### src/rtl/core/mme_pkg.sv
// Shared types, widths and helpers for the matrix multiply engine.
package mme_pkg;

	// Default largest matrix dimension
	localparam int MAX_DIM_DEF = 8;

	// Fixed field widths
	localparam int VAL_W  = 16;
	localparam int PROD_W = 2 * VAL_W;
	localparam int ACC_W  = 35;
	localparam int IDX_W  = 6;
	localparam int POS_W  = 3;
	localparam int DIM_W  = 4;
	localparam int CIDX_W = 2;

	// Request codes
	localparam logic [1:0] REQ_WRITE_A = 2'd0;
	localparam logic [1:0] REQ_WRITE_B = 2'd1;
	localparam logic [1:0] REQ_COMPUTE = 2'd2;

	// Register indexes
	localparam logic [CIDX_W-1:0] REG_ROWS_A    = 2'd0;
	localparam logic [CIDX_W-1:0] REG_INNER_DIM = 2'd1;
	localparam logic [CIDX_W-1:0] REG_COLS_B    = 2'd2;

	// Tag that rides with each multiply-accumulate step
	typedef struct packed {
		logic             first;      // first term of a dot product
		logic             last_term;  // last term of a dot product
		logic             last_elem;  // last element of the product matrix
		logic [POS_W-1:0] row;
		logic [POS_W-1:0] col;
	} mac_tag_t;

	// Status from the datapath back to the sequencer
	typedef struct packed {
		logic adv;   // pipeline may advance this cycle
		logic done;  // final element moves into the output register
	} mac_stat_t;

	// Dimension register clamped to 1..maxd, returned minus one
	function automatic logic [DIM_W-1:0] clamp_m1(input logic [DIM_W-1:0] v,
	                                              input logic [DIM_W-1:0] maxd);
		logic [DIM_W-1:0] r;
		if (v == '0) begin
			r = '0;
		end else if (v > maxd) begin
			r = maxd - DIM_W'(1);
		end else begin
			r = v - DIM_W'(1);
		end
		return r;
	endfunction

endpackage

### src/rtl/core/mme_mac.sv
// Multiply-accumulate datapath with the result output register.
module mme_mac (
	input  logic                        clk,
	input  logic                        arst_n,
	input  logic                        v_s1,
	input  mme_pkg::mac_tag_t           tag_s1,
	input  logic signed [mme_pkg::VAL_W-1:0] a_s1,
	input  logic signed [mme_pkg::VAL_W-1:0] b_s1,
	output mme_pkg::mac_stat_t          stat,
	output logic                        out_valid,
	input  logic                        out_ready,
	output logic [mme_pkg::POS_W-1:0]   out_row,
	output logic [mme_pkg::POS_W-1:0]   out_col,
	output logic signed [mme_pkg::ACC_W-1:0] product_value,
	output logic                        is_last
);
	import mme_pkg::*;

	logic                     v_s2;
	mac_tag_t                 tag_s2;
	logic signed [PROD_W-1:0] prod_s2;
	logic signed [ACC_W-1:0]  acc_q;
	logic signed [ACC_W-1:0]  acc_next;
	logic                     out_valid_q;
	logic                     adv;
	logic                     load_out;

	// Whole pipeline holds while a word waits in the output register
	assign adv      = !out_valid_q || out_ready;
	assign load_out = v_s2 && tag_s2.last_term && adv;

	assign stat.adv  = adv;
	assign stat.done = load_out && tag_s2.last_elem;

	// Multiply stage
	always_ff @(posedge clk or negedge arst_n) begin
		if (!arst_n) begin
			v_s2 <= 1'b0;
		end else if (adv) begin
			v_s2 <= v_s1;
		end
	end

	always_ff @(posedge clk) begin
		if (adv) begin
			tag_s2  <= tag_s1;
			prod_s2 <= PROD_W'(a_s1) * PROD_W'(b_s1);
		end
	end

	// Accumulate; first term restarts the sum
	assign acc_next = (tag_s2.first ? ACC_W'(0) : acc_q) + ACC_W'(prod_s2);

	always_ff @(posedge clk) begin
		if (v_s2 && adv) begin
			acc_q <= acc_next;
		end
		if (load_out) begin
			product_value <= acc_next;
			out_row       <= tag_s2.row;
			out_col       <= tag_s2.col;
			is_last       <= tag_s2.last_elem;
		end
	end

	// Output register valid
	always_ff @(posedge clk or negedge arst_n) begin
		if (!arst_n) begin
			out_valid_q <= 1'b0;
		end else if (load_out) begin
			out_valid_q <= 1'b1;
		end else if (out_ready) begin
			out_valid_q <= 1'b0;
		end
	end

	assign out_valid = out_valid_q;

	// Held output word never gets overwritten
	a_hold: assert property (@(posedge clk) disable iff (!arst_n)
		(out_valid_q && !out_ready) |-> !load_out)
		else $error("output word overwritten while stalled");

	// A finished element is only loaded from a valid step
	a_load_tag: assert property (@(posedge clk) disable iff (!arst_n)
		load_out |-> v_s2)
		else $error("output loaded without a valid step");

	// While stalled the multiply stage keeps its contents
	a_s2_hold: assert property (@(posedge clk) disable iff (!arst_n)
		!adv |=> $stable(v_s2) && $stable(prod_s2))
		else $error("multiply stage moved during stall");

endmodule

### src/rtl/core/matrix_multiply_engine_core.sv
// Top level: element stores, dimension registers and the product sequencer.
//
//  channel   signals                                     direction
//  input     in_valid/in_ready, req_type, elem_index,    in
//            elem_value
//  output    out_valid/out_ready, out_row, out_col,      out
//            product_value, is_last
//  config    cfg_wr_en, cfg_index, cfg_data              in
//
// A compute word walks rows*cols*inner multiply-accumulate steps, one a
// cycle while the output register is not stalled, through the single read
// port of each store and the one shared multiplier. The step that reads
// the last term of a result feeds the read stage registers, then the
// multiply stage, then the output register. in_ready drops from a compute
// accept until its last result is in the output register. A stalled output
// register freezes the whole walk. Reset restores all dimensions to 8;
// store contents are left as they are.
module matrix_multiply_engine_core #(
	parameter int MAX_DIM = mme_pkg::MAX_DIM_DEF
) (
	input  logic                             clk,
	input  logic                             arst_n,
	input  logic                             in_valid,
	output logic                             in_ready,
	input  logic [1:0]                       req_type,
	input  logic [mme_pkg::IDX_W-1:0]        elem_index,
	input  logic signed [mme_pkg::VAL_W-1:0] elem_value,
	output logic                             out_valid,
	input  logic                             out_ready,
	output logic [mme_pkg::POS_W-1:0]        out_row,
	output logic [mme_pkg::POS_W-1:0]        out_col,
	output logic signed [mme_pkg::ACC_W-1:0] product_value,
	output logic                             is_last,
	input  logic                             cfg_wr_en,
	input  logic [mme_pkg::CIDX_W-1:0]       cfg_index,
	input  logic [mme_pkg::DIM_W-1:0]        cfg_data
);
	import mme_pkg::*;

	localparam int DEPTH = MAX_DIM * MAX_DIM;
	localparam int AW    = (DEPTH > 1) ? $clog2(DEPTH) : 1;
	localparam int DW    = (MAX_DIM > 1) ? $clog2(MAX_DIM) : 1;

	// Dimension registers
	logic [DIM_W-1:0] rows_a_q, inner_dim_q, cols_b_q;

	always_ff @(posedge clk or negedge arst_n) begin
		if (!arst_n) begin
			rows_a_q    <= DIM_W'(8);
			inner_dim_q <= DIM_W'(8);
			cols_b_q    <= DIM_W'(8);
		end else if (cfg_wr_en) begin
			case (cfg_index)
				REG_ROWS_A:    rows_a_q    <= cfg_data;
				REG_INNER_DIM: inner_dim_q <= cfg_data;
				REG_COLS_B:    cols_b_q    <= cfg_data;
				default: ;
			endcase
		end
	end

	// Clamped limits (count minus one)
	logic [DW-1:0] nr_lim, nk_lim, nc_lim;
	logic [AW-1:0] nk_step, nc_step;

	assign nr_lim  = DW'(clamp_m1(rows_a_q, DIM_W'(MAX_DIM)));
	assign nk_lim  = DW'(clamp_m1(inner_dim_q, DIM_W'(MAX_DIM)));
	assign nc_lim  = DW'(clamp_m1(cols_b_q, DIM_W'(MAX_DIM)));
	assign nk_step = AW'(nk_lim) + AW'(1);
	assign nc_step = AW'(nc_lim) + AW'(1);

	// Input acceptance
	logic busy_q;
	logic in_acc, do_wr_a, do_wr_b, do_start, idx_ok;

	assign in_ready = !busy_q;
	assign in_acc   = in_valid && in_ready;
	assign idx_ok   = (IDX_W + 1)'(elem_index) < (IDX_W + 1)'(DEPTH);
	assign do_wr_a  = in_acc && (req_type == REQ_WRITE_A) && idx_ok;
	assign do_wr_b  = in_acc && (req_type == REQ_WRITE_B) && idx_ok;
	assign do_start = in_acc && (req_type == REQ_COMPUTE);

	// Sequencer state
	logic          run_q;
	logic [DW-1:0] r_q, c_q, k_q;
	logic [AW-1:0] a_base_q, a_addr_q, b_addr_q;
	logic          step;
	logic          end_k, end_c, end_r;
	mac_stat_t     stat;

	assign step  = run_q && stat.adv;
	assign end_k = (k_q == nk_lim);
	assign end_c = (c_q == nc_lim);
	assign end_r = (r_q == nr_lim);

	always_ff @(posedge clk or negedge arst_n) begin
		if (!arst_n) begin
			busy_q <= 1'b0;
		end else if (do_start) begin
			busy_q <= 1'b1;
		end else if (stat.done) begin
			busy_q <= 1'b0;
		end
	end

	// Walk r, c, k with running store addresses
	always_ff @(posedge clk or negedge arst_n) begin
		if (!arst_n) begin
			run_q    <= 1'b0;
			r_q      <= '0;
			c_q      <= '0;
			k_q      <= '0;
			a_base_q <= '0;
			a_addr_q <= '0;
			b_addr_q <= '0;
		end else if (do_start) begin
			run_q    <= 1'b1;
			r_q      <= '0;
			c_q      <= '0;
			k_q      <= '0;
			a_base_q <= '0;
			a_addr_q <= '0;
			b_addr_q <= '0;
		end else if (step) begin
			if (!end_k) begin
				k_q      <= k_q + DW'(1);
				a_addr_q <= a_addr_q + AW'(1);
				b_addr_q <= b_addr_q + nc_step;
			end else begin
				k_q <= '0;
				if (!end_c) begin
					c_q      <= c_q + DW'(1);
					a_addr_q <= a_base_q;
					b_addr_q <= AW'(c_q) + AW'(1);
				end else begin
					c_q      <= '0;
					b_addr_q <= '0;
					if (end_r) begin
						run_q <= 1'b0;
					end else begin
						r_q      <= r_q + DW'(1);
						a_base_q <= a_base_q + nk_step;
						a_addr_q <= a_base_q + nk_step;
					end
				end
			end
		end
	end

	// Element stores: written by input words, read during the walk
	logic signed [VAL_W-1:0] mem_a [DEPTH];
	logic signed [VAL_W-1:0] mem_b [DEPTH];
	logic signed [VAL_W-1:0] a_s1, b_s1;
	logic [AW-1:0]           wr_addr;

	assign wr_addr = elem_index[AW-1:0];

	always_ff @(posedge clk) begin
		if (do_wr_a) begin
			mem_a[wr_addr] <= elem_value;
		end
		if (step) begin
			a_s1 <= mem_a[a_addr_q];
		end
	end

	always_ff @(posedge clk) begin
		if (do_wr_b) begin
			mem_b[wr_addr] <= elem_value;
		end
		if (step) begin
			b_s1 <= mem_b[b_addr_q];
		end
	end

	// Read stage tag
	logic     v_s1;
	mac_tag_t tag_s1;

	always_ff @(posedge clk or negedge arst_n) begin
		if (!arst_n) begin
			v_s1 <= 1'b0;
		end else if (stat.adv) begin
			v_s1 <= step;
		end
	end

	always_ff @(posedge clk) begin
		if (step) begin
			tag_s1.first     <= (k_q == '0);
			tag_s1.last_term <= end_k;
			tag_s1.last_elem <= end_k && end_c && end_r;
			tag_s1.row       <= POS_W'(r_q);
			tag_s1.col       <= POS_W'(c_q);
		end
	end

	mme_mac u_mac (
		.clk           (clk),
		.arst_n        (arst_n),
		.v_s1          (v_s1),
		.tag_s1        (tag_s1),
		.a_s1          (a_s1),
		.b_s1          (b_s1),
		.stat          (stat),
		.out_valid     (out_valid),
		.out_ready     (out_ready),
		.out_row       (out_row),
		.out_col       (out_col),
		.product_value (product_value),
		.is_last       (is_last)
	);

	// The walk only runs inside a busy compute
	a_run_busy: assert property (@(posedge clk) disable iff (!arst_n)
		(run_q || v_s1) |-> busy_q)
		else $error("walk active outside a compute");

	// A stall freezes the walk position
	a_stall: assert property (@(posedge clk) disable iff (!arst_n)
		(run_q && !stat.adv && !do_start) |=> $stable(k_q) && $stable(a_addr_q)
			&& $stable(b_addr_q))
		else $error("walk moved during stall");

	// Read addresses stay inside the stores
	a_addr_rng: assert property (@(posedge clk) disable iff (!arst_n)
		run_q |-> ((32)'(a_addr_q) < DEPTH) && ((32)'(b_addr_q) < DEPTH))
		else $error("store read address out of range");

	// No store write while a compute reads the stores
	a_no_wr: assert property (@(posedge clk) disable iff (!arst_n)
		run_q |-> !(do_wr_a || do_wr_b))
		else $error("store written during a compute");

endmodule
### config.mk
export PLATFORM = sky130hd
export DESIGN_NAME = matrix_multiply_engine_core
export DESIGN_NICKNAME = d
export VERILOG_FILES = /design/src/rtl/core/mme_pkg.sv /design/src/rtl/core/mme_mac.sv /design/src/rtl/core/matrix_multiply_engine_core.sv
export SDC_FILE = /design/constraint.sdc
export NUM_CORES = 2
export LEC_CHECK = 0
export BUFFER_PORTS_ARGS = -buffer_cell sky130_fd_sc_hd__buf_2
export CAP_MARGIN = 20
export CORE_UTILIZATION = 40
export DETAILED_ROUTE_END_ITERATION = 10
export PLACE_DENSITY_LB_ADDON = 0.12
export SLEW_MARGIN = 20
export SYNTH_ARGS = -nofsm -noshare
export SYNTH_HDL_FRONTEND = slang
export SYNTH_SLANG_ARGS = --single-unit
### constraint.sdc
create_clock -name clk -period 15.18 [get_ports clk]
set_input_delay 0 -clock clk [delete_from_list [all_inputs] [get_ports clk]]
set_output_delay 0 -clock clk [all_outputs]
set_load 0.03 [all_outputs]
Yosys cells after proc, flatten, opt, wreduce, memory -nomap -nowiden --
Memories as Yosys holds them, arrays and structs flattened. A register that Yosys moved wholly into a read port is not among the register bits. Index checks and enable logic that the tools add are counted.
Storage, ports and cells: logic and storage cells 136, memories 2, input port bits 35, memory bits (writable) 2048, register bits 171, output and inout bits 44
Cells by class: add/sub/neg operators 13, equality and inequality tests 9, reduce and logical (&&, ||, !) cells 33, $lt $le $gt $ge 3, multiply operators 1, multiplexer cells 45
Memory list:
- mem_a | words 64, width 16, rd ports 1, clocked after Yosys merged registers in 1, write ports 1, RTL line matrix_multiply_engine_core.sv:151 | logic signed [VAL_W-1:0] mem_a [DEPTH];
- mem_b | words 64, width 16, rd ports 1, clocked after Yosys merged registers in 1, write ports 1, RTL line matrix_multiply_engine_core.sv:152 | logic signed [VAL_W-1:0] mem_b [DEPTH];
Operators by type and width (count):
- $mux 6 | 12
- $mux 3 | 18
- $add 35x32->35 | 1
- $mux 35 | 1
- $mul 16x16->32 | 1
- $mux 1 | 13
- $add 3x1->4 const B | 3
- $add 6x4->6 | 2
- $gt 4x4->1 const B | 3
- $logic_not 4->1 | 3
- $reduce_bool 2->1 | 6
- $logic_and 1x1->1 | 11
- $reduce_and 2->1 | 5
- $add 3x1->3 const B | 3
- $eq 3x3->1 | 3
- $sub 3x1->3 const B | 3
- $reduce_and 4->1 | 2
- $add 6x1->6 const B | 1
- $eq 2x1->1 const B | 2
- $eq 2x2->1 const B | 2
- $logic_not 2->1 | 2
- $mux 4 | 1
- $ne 4x4->1 const B | 1
- $logic_not 3->1 | 1
- 3 further kinds | 4

Longest topological paths before layout --
depth in word-level cells 10, depth in mapped cells 23, gate-level depth less buffers 21

Cells and area by module --
From an unflattened synthesis, not the netlist that was laid out.
Second synthesis, totals: cell total of the unflattened synthesis 4959, area, all modules 97730.0 sq um
By module, submodules not included:
- matrix_multiply_engine_core | area an instance 82183.8 sq um, sequential area each 63784.9 sq um, cells each 3448, instances 1
- mme_mac | area an instance 15546.2 sq um, sequential area each 3593.4 sq um, cells each 1511, instances 1

Worst setup path after synthesis --
No wires, ideal clock.
path type reg2reg, start point reg b_s1[7], read port of mem_b, end point reg u_mac.prod_s2[31], data pin, data required time 14900 ps, stages on the path, launching flop included 24, data arrival time 5874 ps, path slack 9026 ps, path through edfxtp_1 > clkbuf_1 > nand2_1 > fa_1 > inv_1 > fa_1 > inv_1 > fa_1 > inv_1 > fa_1 > fa_1 > inv_1 > fa_1 > inv_1 > ha_1 > clkbuf_1 > a21oi_1 > o21ai_1 > a311oi_1 > a21oi_1 > a2111oi_2 > o31ai_2 > a211oi_2 > o211ai_1
On the way: cells in the longest elaborated chain, start to end 1
Ends and longest elaborated chain:
- start, declared | RTL line matrix_multiply_engine_core.sv:153 | logic signed [VAL_W-1:0] a_s1, b_s1;
- $mul 16x16->32 | RTL line mme_mac.sv:47 | prod_s2 <= PROD_W'(a_s1) * PROD_W'(b_s1);
- end signal, assigned | RTL line mme_mac.sv:47
- end, declared | RTL line mme_mac.sv:21 | logic signed [PROD_W-1:0] prod_s2;
No other way between the ends. A chain may end at the register's enable or synchronous reset.

Worst setup path after layout --
start point reg a_s1[7], read port of mem_a, end point reg u_mac.prod_s2[31], data pin
On the way: cells in the longest elaborated chain, start to end 1
Ends and longest elaborated chain (RTL line):
- start, declared | matrix_multiply_engine_core.sv:153
- $mul 16x16->32 | mme_mac.sv:47
No other way between the ends.

==> impl_metrics.sql <==
INSERT INTO impl_metrics (metric_group, metric, value, unit) VALUES
('sta', 'setup_viol_count_final', '0', ''),
('run_status', 'status', 'finished, final reports clean', ''),
('layout', 'layout-area-overhead-vs-synth', '13.08', '%'),
('layout', 'layout_common_cells', '2207 x sky130_fd_sc_hd__edfxtp_1, 672 x sky130_fd_sc_hd__mux4_2, 318 x sky130_fd_sc_hd__inv_1', ''),
('logic_synthesis', 'syn_area', '97330', 'sq um'),
('floorplanning', 'num_rows', '180', ''),
('sta', 'report.final.slew_viol_count', '0', ''),
('layout', 'register_area', '67410', 'sq um'),
('global_route', 'via_count_of_the_first_global_routing_pass', '48450', ''),
('setup_path', 'path_delay_family', 'adder cells', ''),
('setup_path', 'worstPathArrival', '7.35', 'ns'),
('detailed_routing', 'dr.first_iter.drc_count', '4537', ''),
('cts', 'cts_max_path_buffers', '3', ''),
('sta', 'worst-slew-pin-transition', '1.164', 'ns'),
('setup_path', 'start_to_end_type_of_the_worst_setup_path', 'flip-flop to flip-flop', ''),
('logic_synthesis', 'synth.avg_cell_area', '20.02', 'sq um'),
('global_route', 'antenna_found_initial', '22', ''),
('detailed_routing', 'vias_per_cell', '5.441', ''),
('pwr', 'power_leakage', '0.03640', 'uW'),
('sta', 'grt_setup_unrepaired', 'no', ''),
('floorplanning', 'dieArea', '245300', 'sq um'),
('global_route', 'first_pass_grt_wire_length', '355200', 'microns'),
('logic_synthesis', 'synth_edf_count', '2207', ''),
('placed_design', 'placement.setup.worst_slack', '8.329', 'ns'),
('detailed_routing', 'routed_wire_length_per_instance', '28.58', 'microns'),
('cts', 'clock_sinks', '2251', ''),
('logic_synthesis', 'ys_ff_latch', '2251', ''),
('layout', 'num-nets-final', '5605', ''),
('placed_design', 'place_hpwl', '148900', 'microns'),
('cts', 'postCtsSetupBuffers', '0', ''),
('cts', 'clkTransAtPathRegs', '0.06', 'ns'),
('floorplanning', 'num_io_pins', '79', ''),
('cts', 'htreeDepth', '4', ''),
('setup_path', 'crit_path_cell_chain', 'nand2_1 > fa_1 > inv_1 > fa_1 > inv_1 > fa_1 > inv_1 > fa_1 > fa_1 > inv_1 > fa_1 > inv_1 > ha_1 > a21oi_1 > o21ai_1 > a311oi_1 > a21oi_1 > a2111oi_2 > o31ai_2 > a211oi_2 > o211ai_1', ''),
('detailed_routing', 'detailroute.via_count', '46580', ''),
('logic_synthesis', 'post_synth_num_cell_types', '74', ''),
('cts', 'clock_insertion_delay_worst_skew', '0.89', 'ns'),
('cts', 'cts_tree', 'built', ''),
('sta', 'final-hold-violation-count', '0', ''),
('setup_path', 'critPathMaxFanout', '16', ''),
('setup_path', 'worstPathRequired', '15.72', 'ns'),
('sta', 'timing.final.ws_setup', '8.371', 'ns'),
('layout', 'area_of_combinational_cells_with_multiple_inputs', '27930', 'sq um'),
('sta', 'maxSlewHeadroom', '22.10', '%'),
('global_route', 'met2_usage', '32.47', '%'),
('setup_path', 'crit_path_top_delay_cell', 'sky130_fd_sc_hd__edfxtp_1', ''),
('detailed_routing', 'drtAntennaViolNets', '0', ''),
('setup_path', 'cpMostUsedCell', 'sky130_fd_sc_hd__fa_1', ''),
('global_route', 'grt_start_max_net_pins', '105', ''),
('logic_synthesis', 'postSynthCellCount', '4861', ''),
('flow_run', 'max_cap_viol_count', '0', ''),
('logic_synthesis', 'synthFlopType', 'sky130_fd_sc_hd__edfxtp_1', ''),
('layout', 'drive_gt1_share', '24.62', '%'),
('pwr', 'power_per_cell_area', '113.8', 'nW/um^2'),
('global_route', 'met3_usage_grt', '3.020', '%'),
('detailed_routing', 'finalWirelength', '244600', 'microns'),
('cts', 'cts-root-buf', 'sky130_fd_sc_hd__clkbuf_16', ''),
('pwr', 'peakVddDrop', '0.1284', 'mV'),
('layout', 'mostFrequentLayoutCell', 'sky130_fd_sc_hd__edfxtp_1', ''),
('floorplanning', 'core_area', '241200', 'sq um'),
('detailed_routing', 'drt_pre_antenna_iters', '7', ''),
('sta', 'totalNegativeSetupSlack', '0', 'ns'),
('layout', 'final_cell_count_no_fill', '8560', ''),
('global_route', 'grt_busiest_layer', 'met2', ''),
('logic_synthesis', 'synth-warning-count', '0', ''),
('detailed_routing', 'post-route-drc-count', '0', ''),
('global_route', 'globalRouteOverflowTotal', '0', ''),
('floorplanning', 'initial_cell_density_of_the_core', '40.35', '%'),
('setup_path', 'critical_path.endpoint_type', 'flip-flop', ''),
('sta', 'fin_crit', '6.809', 'ns'),
('logic_synthesis', 'synth-seq-area-share', '69.22', '%');
## worst reg2reg max path, delay by kind of cell (launching register included)
family                     cells  cell delay (ns)
AOI/OAI and AO/OA              8             1.88
buffers and inverters          5             0.25
DFF                            1             0.77
and+or+nand+nor                1             0.18
adders and majority gates      7             3.39
## routing by layer
layer	part of all wire, %	vias up
li1	-	19820
met1	45	25330
met2	48	1151
met3	5.4	272
met4	1.9	0
met5	0	-
## registers in the layout, summed over array words and instances, names as in the netlist, 4 cells and up
register	flops
cols_b_q	4
b_addr_q	6
mem_b	1024
u_mac.product_value	35
mem_a	1024
u_mac.prod_s2	32
u_mac.acc_q	35
a_s1	16
inner_dim_q	4
tag_s1	9
u_mac.tag_s2	9
b_s1	16
a_addr_q	6
a_base_q	6
rows_a_q	4
## kinds of logic (layout without fill, tap and decap cells)
| logic type | count (synthesis) | in the layout | synth area share (%) |
|---|---|---|---|
| other | 0 | 6 | 0 |
| AND/OR/NAND/NOR | 672 | 672 | 3.341 |
| multiplexers | 688 | 688 | 15.73 |
| XOR/XNOR | 78 | 78 | 0.7019 |
| adder cells (fa/ha/maj) | 400 | 400 | 7.173 |
| flip-flops | 2251 | 2251 | 69.22 |
| buffers and inverters | 536 | 1044 | 2.232 |
| AO/OA/AOI/OAI | 236 | 236 | 1.600 |
## synth_stat cells, drive strengths merged, types with 3 or more instances
master	number	area, sq um
edfxtp	2207	66270
mux4	672	15130
inv	319	1197
fa	265	5305
nor2	208	780.8
nand2	171	641.9
and2	136	850.8
ha	130	1627
clkbuf	128	480.5
buf	87	486.7
a21oi	68	344.1
xnor2	53	464.2
o21ai	52	260.3
nor2b	51	319.1
dfrtp	41	1026
a21o	31	232.7
xor2	25	219.0
nor3	20	105.1
nand3	19	95.09
nand2b	15	93.84
a211oi	14	122.6
mux2	12	135.1
nand3b	11	82.58
o21bai	11	82.58
o21a	10	75.07
or3	8	50.05
nor4	7	43.79
and3	6	37.54
a2111oi	5	51.30
a31oi	5	31.28
maj3	5	50.05
nand4	5	31.28
nor3b	5	37.54
o211ai	5	37.54
mux2i	4	40.04
o41ai	4	42.55
a221oi	3	26.28
a22oi	3	22.52
a311oi	3	26.28
dfstp	3	78.83
o31ai	3	27.52
or2	3	18.77
## path summary, 6_finish.rpt
kind	start	to	cells past startpoint
worst min-delay path	elem_index[2]	mem_b[40][13]$_DFFE_PP_	4
max in group asynchronous	arst_n	a_addr_q[3]$_DFFE_PN0P_	4
worst max-delay path	a_s1[7]$_DFFE_PP_	u_mac.prod_s2[31]$_DFFE_PN_	21
worst min register to register	tag_s1[6]$_DFFE_PP_	u_mac.tag_s2[6]$_DFFE_PN_	0
min in group asynchronous	arst_n	b_addr_q[5]$_DFFE_PN0P_	4
worst max register to register	a_s1[7]$_DFFE_PP_	u_mac.prod_s2[31]$_DFFE_PN_	21
## stage by stage
stage	power (uW)	utilization (%)	cell area, sq um
global placement	7137	42.42	102300
global route	12900	45.63	110100
finish	12530	45.63	110100
detailed placement	7145	42.42	102300
CTS	12660	45.62	110000
floorplan	7013	-	97330
## final cells by class
cell class / count / area share (%)
diodes: 6 / 0.01364
clock buffers: 283 / 5.463
flip-flops and latches: 2251 / 61.25
repair buffers: 300 / 2.026
multi-input cells: 2074 / 25.38
inverters: 321 / 1.095
well taps: 3185 / 3.621
clock inverters: 140 / 1.157
## timing repair
item,in CTS,in global routing
gates resized for setup,0,0
endpoints found under the hold margin,1069,0
hold buffers,43,0
## power by group
part	total [uW]	internal (uW)	leakage (uW)	switching (uW)
Clock	5500	3120	0.00357	2380
Combinational	197	45.4	0.0124	152
Sequential	6830	6820	0.0205	4.57
Note: power is estimated with default switching activity, not from simulation.
